==> src/hw/rtl/rotary_indexer_stepper_unit_assert.svh <==
// Assertion macros for the rotary indexer stepper unit.
// Needs clk and rst_n in the scope of the module that uses them.
`ifndef ROTARY_INDEXER_STEPPER_UNIT_ASSERT_SVH
`define ROTARY_INDEXER_STEPPER_UNIT_ASSERT_SVH

// Condition holds at every edge out of reset.
`define RIS_ASSERT_ALWAYS(lbl, cond, msg) \
    lbl: assert property (@(posedge clk) disable iff (!rst_n) (cond)) \
        else $error(msg);

// Consequent holds in the same cycle as the antecedent.
`define RIS_ASSERT_IMPL(lbl, ante, cons, msg) \
    lbl: assert property (@(posedge clk) disable iff (!rst_n) (ante) |-> (cons)) \
        else $error(msg);

// Consequent holds in the cycle after the antecedent.
`define RIS_ASSERT_NEXT(lbl, ante, cons, msg) \
    lbl: assert property (@(posedge clk) disable iff (!rst_n) (ante) |=> (cons)) \
        else $error(msg);

`endif

==> src/hw/rtl/ris_pkg.sv <==
// Shared types and constants for the rotary indexer stepper unit.
// No dependencies.
package ris_pkg;

    localparam int SLOT_COUNT = 8;   // power of two: slot arithmetic wraps naturally
    localparam int SLOT_W     = $clog2(SLOT_COUNT);
    localparam int CMD_W      = 2;
    localparam int PHASE_W    = 4;
    localparam int MODE_W     = 2;
    localparam int DIV_W      = 8;

    localparam logic [CMD_W-1:0] CMD_TICK = 2'd0;
    localparam logic [CMD_W-1:0] CMD_GOTO = 2'd1;
    localparam logic [CMD_W-1:0] CMD_SLOT = 2'd2;
    localparam logic [CMD_W-1:0] CMD_HOME = 2'd3;

    localparam logic [MODE_W-1:0] MODE_STOP = 2'd0;
    localparam logic [MODE_W-1:0] MODE_REV  = 2'd1;
    localparam logic [MODE_W-1:0] MODE_FWD  = 2'd2;

    localparam logic [PHASE_W-1:0] PHASE_FIRST = 4'd1;
    localparam logic [PHASE_W-1:0] PHASE_LAST  = 4'd8;
    localparam logic [PHASE_W-1:0] PHASE_OFF   = 4'd9;

    localparam logic [DIV_W-1:0] DIVIDE_RESET = 8'd12;

    typedef struct packed {
        logic [CMD_W-1:0]  cmd;
        logic [SLOT_W-1:0] target_slot;
    } item_t;

    // packed phase lowest, so the struct drops straight into tdata
    typedef struct packed {
        logic              arrived;
        logic [SLOT_W-1:0] position;
        logic [MODE_W-1:0] direction;
        logic [PHASE_W-1:0] phase;
    } result_t;

    localparam int RESULT_W = $bits(result_t);

endpackage

==> src/hw/rtl/ris_core.sv <==
// Carousel state and next-state logic: position, target, motion, phase, tick divider.
// Depends on ris_pkg and rotary_indexer_stepper_unit_assert.svh.
`include "rotary_indexer_stepper_unit_assert.svh"

module ris_core (
    input  logic                    clk,
    input  logic                    rst_n,
    input  logic                    step_en,
    input  ris_pkg::item_t          item,
    input  logic                    cfg_we,
    input  logic [ris_pkg::DIV_W-1:0] cfg_divide,
    output ris_pkg::result_t        result
);

    logic [ris_pkg::SLOT_W-1:0]  position_reg, position_next;
    logic [ris_pkg::SLOT_W-1:0]  target_reg, target_next;
    logic [ris_pkg::MODE_W-1:0]  mode_reg, mode_next;
    logic [ris_pkg::PHASE_W-1:0] phase_reg, phase_next;
    logic [ris_pkg::DIV_W-1:0]   tick_reg, tick_next;
    logic [ris_pkg::DIV_W-1:0]   divide_reg;

    logic [ris_pkg::DIV_W-1:0]   tick_inc;
    logic [ris_pkg::SLOT_W-1:0]  slot_gap;
    logic [ris_pkg::SLOT_W-1:0]  position_moved;
    logic [ris_pkg::PHASE_W-1:0] phase_stepped;

    // one half-step of the phase index; stopped forces coils off
    always_comb
    begin
        phase_stepped = phase_reg;
        if (mode_reg == ris_pkg::MODE_FWD)
        begin
            if (phase_reg >= ris_pkg::PHASE_LAST)
                phase_stepped = ris_pkg::PHASE_FIRST;
            else
                phase_stepped = phase_reg + 4'd1;
        end
        else if (mode_reg == ris_pkg::MODE_REV)
        begin
            if (phase_reg <= ris_pkg::PHASE_FIRST || phase_reg > ris_pkg::PHASE_OFF)
                phase_stepped = ris_pkg::PHASE_LAST;
            else
                phase_stepped = phase_reg - 4'd1;
        end
        else
            phase_stepped = ris_pkg::PHASE_OFF;
    end

    assign tick_inc = tick_reg + 8'd1;
    assign slot_gap = item.target_slot - position_reg;   // wraps mod SLOT_COUNT

    always_comb
    begin
        position_moved = position_reg;
        if (mode_reg == ris_pkg::MODE_FWD)
            position_moved = position_reg + 1'b1;
        else if (mode_reg == ris_pkg::MODE_REV)
            position_moved = position_reg - 1'b1;
    end

    always_comb
    begin
        position_next = position_reg;
        target_next   = target_reg;
        mode_next     = mode_reg;
        phase_next    = phase_reg;
        tick_next     = tick_reg;
        unique case (item.cmd)
            ris_pkg::CMD_TICK:
            begin
                if (tick_inc >= divide_reg)
                begin
                    phase_next = phase_stepped;
                    tick_next  = '0;
                end
                else
                    tick_next = tick_inc;
            end
            ris_pkg::CMD_GOTO:
            begin
                target_next = item.target_slot;
                if (slot_gap == '0)
                    mode_next = ris_pkg::MODE_STOP;
                else if ({1'b0, slot_gap} <= (ris_pkg::SLOT_W+1)'(ris_pkg::SLOT_COUNT / 2))
                    mode_next = ris_pkg::MODE_FWD;
                else
                    mode_next = ris_pkg::MODE_REV;
            end
            ris_pkg::CMD_SLOT:
            begin
                position_next = position_moved;
                if (position_moved == target_reg)
                    mode_next = ris_pkg::MODE_STOP;
            end
            ris_pkg::CMD_HOME:
            begin
                mode_next     = ris_pkg::MODE_STOP;
                position_next = '0;
            end
            default:
            begin
                mode_next = mode_reg;
            end
        endcase
    end

    always_ff @(posedge clk or negedge rst_n)
    begin
        if (!rst_n)
        begin
            position_reg <= '0;
            target_reg   <= '0;
            mode_reg     <= ris_pkg::MODE_STOP;
            phase_reg    <= ris_pkg::PHASE_OFF;
            tick_reg     <= '0;
            divide_reg   <= ris_pkg::DIVIDE_RESET;
        end
        else
        begin
            if (step_en)
            begin
                position_reg <= position_next;
                target_reg   <= target_next;
                mode_reg     <= mode_next;
                phase_reg    <= phase_next;
                tick_reg     <= tick_next;
            end
            if (cfg_we)
                divide_reg <= cfg_divide;
        end
    end

    assign result.phase     = (phase_next >= ris_pkg::PHASE_OFF) ? '0 : phase_next;
    assign result.direction = mode_next;
    assign result.position  = position_next;
    assign result.arrived   = (mode_next == ris_pkg::MODE_STOP);

    `RIS_ASSERT_ALWAYS(a_phase_range,
        phase_reg >= ris_pkg::PHASE_FIRST && phase_reg <= ris_pkg::PHASE_OFF,
        "phase index left 1..9")
    `RIS_ASSERT_NEXT(a_home_zeroes,
        step_en && item.cmd == ris_pkg::CMD_HOME,
        position_reg == '0 && mode_reg == ris_pkg::MODE_STOP,
        "home edge did not stop and zero position")
    `RIS_ASSERT_NEXT(a_tick_bounded,
        step_en && item.cmd == ris_pkg::CMD_TICK,
        tick_reg < divide_reg || divide_reg == '0 || $past(cfg_we),
        "tick count not cleared at divide")

endmodule

==> src/hw/rtl/rotary_indexer_stepper_unit.sv <==
// Top level of the rotary indexer stepper unit: stream ports, input and result registers.
// Depends on ris_pkg and ris_core.

// Carousel indexer for an 8-slot stepper, one result transaction per input
// transaction. Each item is registered on input, processed combinationally
// against the carousel state and registered on output, so one item per clock
// is sustained; m_tvalid comes from the output register, which loads from the
// input register. Throughput drops only when m_tready is held low. s_tuser
// carries the command (0 tick, 1 goto, 2 slot edge, 3 home edge), s_tdata the
// target slot. tick_divide is written on the cfg channel (always ready) and
// should only be changed while idle.
module rotary_indexer_stepper_unit (
    input  logic        clk,
    input  logic        rst_n,
    input  logic        s_tvalid,
    output logic        s_tready,
    input  logic [7:0]  s_tdata,    // [2:0] target_slot
    input  logic [1:0]  s_tuser,    // [1:0] cmd
    output logic        m_tvalid,
    input  logic        m_tready,
    output logic [15:0] m_tdata,    // [3:0] phase, [5:4] direction, [8:6] position, [9] arrived
    input  logic        cfg_valid,
    output logic        cfg_ready,
    input  logic [7:0]  cfg_data    // [7:0] tick_divide
);

    logic             in_valid_reg;
    ris_pkg::item_t   in_item_reg;
    logic             out_valid_reg;
    ris_pkg::result_t out_result_reg;
    ris_pkg::result_t core_result;
    logic             out_free;
    logic             step_en;

    assign out_free  = !out_valid_reg || m_tready;
    assign step_en   = in_valid_reg && out_free;
    assign s_tready  = !in_valid_reg || out_free;
    assign cfg_ready = 1'b1;

    always_ff @(posedge clk or negedge rst_n)
    begin
        if (!rst_n)
        begin
            in_valid_reg  <= 1'b0;
            out_valid_reg <= 1'b0;
        end
        else
        begin
            if (s_tready)
                in_valid_reg <= s_tvalid;
            if (out_free)
                out_valid_reg <= in_valid_reg;
        end
    end

    always_ff @(posedge clk)
    begin
        if (s_tready && s_tvalid)
        begin
            in_item_reg.cmd         <= s_tuser;
            in_item_reg.target_slot <= s_tdata[ris_pkg::SLOT_W-1:0];
        end
        if (step_en)
            out_result_reg <= core_result;
    end

    ris_core u_core (
        .clk        (clk),
        .rst_n      (rst_n),
        .step_en    (step_en),
        .item       (in_item_reg),
        .cfg_we     (cfg_valid && cfg_ready),
        .cfg_divide (cfg_data),
        .result     (core_result)
    );

    assign m_tvalid = out_valid_reg;
    assign m_tdata  = {(16 - ris_pkg::RESULT_W)'(0), out_result_reg};

endmodule
==> config.mk <==
export PLATFORM = sky130hd
export DESIGN_NAME = rotary_indexer_stepper_unit
export DESIGN_NICKNAME = d
export VERILOG_FILES = /design/src/hw/rtl/ris_pkg.sv /design/src/hw/rtl/ris_core.sv /design/src/hw/rtl/rotary_indexer_stepper_unit.sv
export VERILOG_INCLUDE_DIRS = /design/src /design/src/hw/rtl
export SDC_FILE = /design/constraint.sdc
export NUM_CORES = 1
export LEC_CHECK = 0
export ABC_AREA = 0
export BUFFER_PORTS_ARGS = -buffer_cell sky130_fd_sc_hd__buf_2
export CAP_MARGIN = 5
export CORE_ASPECT_RATIO = 1.2
export CORE_UTILIZATION = 50
export DETAILED_ROUTE_END_ITERATION = 8
export PLACE_DENSITY = 0.69
export SLEW_MARGIN = 0
export SYNTH_ARGS = -nofsm -noshare
export SYNTH_HDL_FRONTEND = slang
export SYNTH_HIERARCHICAL = 1
export SYNTH_SLANG_ARGS = --single-unit
export TNS_END_PERCENT = 30
==> constraint.sdc <==
create_clock -name clk -period 2.95 [get_ports clk]
set_input_delay 0.1475 -clock clk [delete_from_list [all_inputs] [get_ports clk]]
set_output_delay 0.1475 -clock clk [all_outputs]
set_load 0.005 [all_outputs]
==> flow_metrics.env <==
export IMPL_die_w_um=68.8
export IMPL_dieArea_mm2=0.00565
export IMPL_reg2regPathDepth=10
export IMPL_clock_sinks=45
export IMPL_cts_setup_buffers=0
export IMPL_yosysMostFrequentCell="nand2_1"
export IMPL_viasPerCell=5.53
export IMPL_synthTopCellsByCount="nand2_1 (29), dfrtp_1 (26), nor2_1 (19), o21ai_0 (19)"
export IMPL_initial_core_util_pct=53.0
export IMPL_r2r_setup_slack_ps=240
export IMPL_synth_ff_type="dfrtp_1"
export IMPL_cts_htree_levels=2
export IMPL_required_ps=3080
export IMPL_ys_ff_latch=45
export IMPL_synth_cell_types=53
export IMPL_start_kind="register"
export IMPL_synth_area_mm2=0.00267
export IMPL_firstDrtPassIters=4
export IMPL_grt_pass1_wl_um=8840
export IMPL_portBuffers=29
export IMPL_setup_tns_ps=0
export IMPL_vias=1940
export IMPL_syn_instance_count=260
export IMPL_hold_path_depth=1
export IMPL_clockBufferDepth=2
export IMPL_largest_register_ffs=10
export IMPL_area_delta_synth_final_pct=11.5
export IMPL_maxCapViolCount=0
export IMPL_hold_class="in -> reg"
export IMPL_nets=330
export IMPL_cts_buffers_inserted=5
export IMPL_worstPathMaxFanout=6
export IMPL_setup_violations=0
export IMPL_synth_edff_count=15
export IMPL_placed_cell_area_mm2=0.00285
export IMPL_gp_congestion=0.884
export IMPL_yosys_area_top_type="dfrtp_1"
export IMPL_core_mm2=0.00504
export IMPL_power_density_mw_per_mm2=788
export IMPL_tightest_slew_ps=665
export IMPL_cts_tree="yes"
export IMPL_drt_total_wl_um=5020
export IMPL_ys_async_sr_fraction_pct=66.7
export IMPL_end_kind="register"
export IMPL_dpl_hpwl_um=3580
export IMPL_drc=0
export IMPL_relSlewSlack_pct=55.7
export IMPL_die_y_um=82.1
export IMPL_final_max_slew_viol_count=0
export IMPL_stdcell_area_mm2=0.00298
export IMPL_first_global_vias=1960
export IMPL_root_buffer="clkbuf_8"
export IMPL_min_from="s_tdata[1]"
export IMPL_antenna_found_initial=0
export IMPL_fmax_mhz=369
export IMPL_period_minus_slack_ps=2710
export IMPL_rsz0062_at_grt="no"
export IMPL_drt_iter0_drc=162
export IMPL_clk_pin_slew_ps=80
export IMPL_wl_per_cell_um=14.3
export IMPL_outcome="completed"
export IMPL_syn_area_per_cell_um2=10.3
export IMPL_clk_latency_ps=300
export IMPL_seqCellArea_mm2=0.00121
export IMPL_multi_input_area_mm2=0.00134
export IMPL_nFillCells=445
export IMPL_leakage_nw=1.36
export IMPL_fin_skew_ps=8.70
export IMPL_whs_ps=19.9
export IMPL_fin_crit_sh_pct=92.0
export IMPL_yosysWarnings=6
export IMPL_grt_overflow=0
export IMPL_synth_top_cell_area_share_pct=24.3
export IMPL_r2r_end="m_tdata[1]$_DFFE_PP_"
export IMPL_ant_nets=0
export IMPL_worstSetupPathType="reg -> reg"
export IMPL_diodes=0
export IMPL_grt_util_all_layers_pct=21.1
export IMPL_rows=28
export IMPL_critPathArrivalTime_ps=2840
export IMPL_drive_above_1_share_pct=23.0
export IMPL_vdd_drop_max_uv=451
export IMPL_finalHoldViolations=0
export IMPL_min_to="in_item_reg[1]$_DFFE_PP_"
export IMPL_ys_seq_area_share_pct=45.1
export IMPL_r2r_start="u_core/tick_reg[0]$_DFFE_PN0P_"
export IMPL_synth_area_leaders="dfrtp_1 (24%), edfxtp_1 (17%), ha_1 (8.0%), mux2_2 (4.2%), nand2_1 (4.1%)"
export IMPL_grt_start_max_net_pins=31
export IMPL_io_pins=42
cells in the final DEF, fill, tap and decap left out, types with 6 or more instances in the layout:
cell type,netlist,layout
a21oi_1,7,7
buf_2,2,29
clkbuf_8,0,6
conb_1,2,7
dfrtp_1,26,25
edfxtp_1,15,15
ha_1,17,16
inv_1,17,17
mux2_2,10,10
nand2_1,29,29
nand2b_1,9,9
nand3_1,6,6
nor2_1,19,19
o21ai_0,19,19
xnor2_1,7,7
xor2_1,7,7
power by group:
group | internal [mW] | total (mW) | switching, mW
sequential | 0.792 | 0.921 | 0.129
clock | 0.276 | 0.487 | 0.210
combinational | 0.432 | 0.940 | 0.508
critical path, cell delays in order (launching register included):
cell,delay [ps]
dfrtp_2,410
ha_2,230
nand3_1,130
nor2_1,150
xor2_1,100
ha_1,320
nand4_1,160
o311ai_4,310
nand2_2,150
mux2_4,350
a211oi_1,240
layer usage:
metal / wire length [um] / vias to the layer above / GRT usage [%]
met5: 0 / - / 0
met4: 132 / 0 / 10.2
met3: 151 / 12 / 4.53
met2: 2590 / 40 / 35.7
met1: 2150 / 931 / 25.0
li1: - / 957 / -
area by class of cell:
| type | count | share of cell area, % |
|---|---|---|
| Multi-Input combinational cell | 188 | 45.0 |
| Sequential cell | 45 | 40.5 |
| Timing Repair Buffer | 33 | 5.96 |
| Clock buffer | 7 | 2.90 |
| Tap cell | 60 | 2.52 |
| Inverter | 17 | 2.14 |
| Clock inverter | 1 | 1.01 |
worst max-delay path by stage:
stage	start	to	slack (ps)	cells after the start
global placement	u_core/tick_reg[0]$_DFFE_PN0P_	m_tdata[1]$_DFFE_PP_	310	10
global route	u_core/tick_reg[0]$_DFFE_PN0P_	m_tdata[1]$_DFFE_PP_	30	10
detailed placement	u_core/tick_reg[0]$_DFFE_PN0P_	m_tdata[1]$_DFFE_PP_	210	10
CTS	u_core/tick_reg[0]$_DFFE_PN0P_	m_tdata[1]$_DFFE_PP_	150	10
floorplan	u_core/tick_reg[0]$_DFFE_PN0P_	m_tdata[1]$_DFFE_PP_	430	10
finish	u_core/tick_reg[0]$_DFFE_PN0P_	m_tdata[1]$_DFFE_PP_	240	10
per-stage QoR:
step                util (%)  setup WS, ps  power, mW  instances
floorplan                  -           435       1.65        265
global placement        56.5           313       1.83        342
detailed placement      56.5           207       1.86        342
CTS                     59.0           148       2.36        351
global route            59.1          32.5       2.53        351
finish                  59.1           237       2.35        351
timing repair:
action / 4_1_cts / 5_1_grt
setup endpoints to repair: 0 / 1
hold buffers: 1 / 0
gates resized for setup: 0 / 2
hold endpoints to repair: 26 / 0
kinds of logic after synthesis:
logic type	synth area share (%)
AND/OR/NAND/NOR	16.3
buffers and inverters	5.57
multiplexers	4.77
other	0.281
adder cells (fa/ha/maj)	7.95
XOR/XNOR	5.19
flip-flops	45.1
AO/OA/AOI/OAI	14.8
Power figures use the tool's default switching activity.
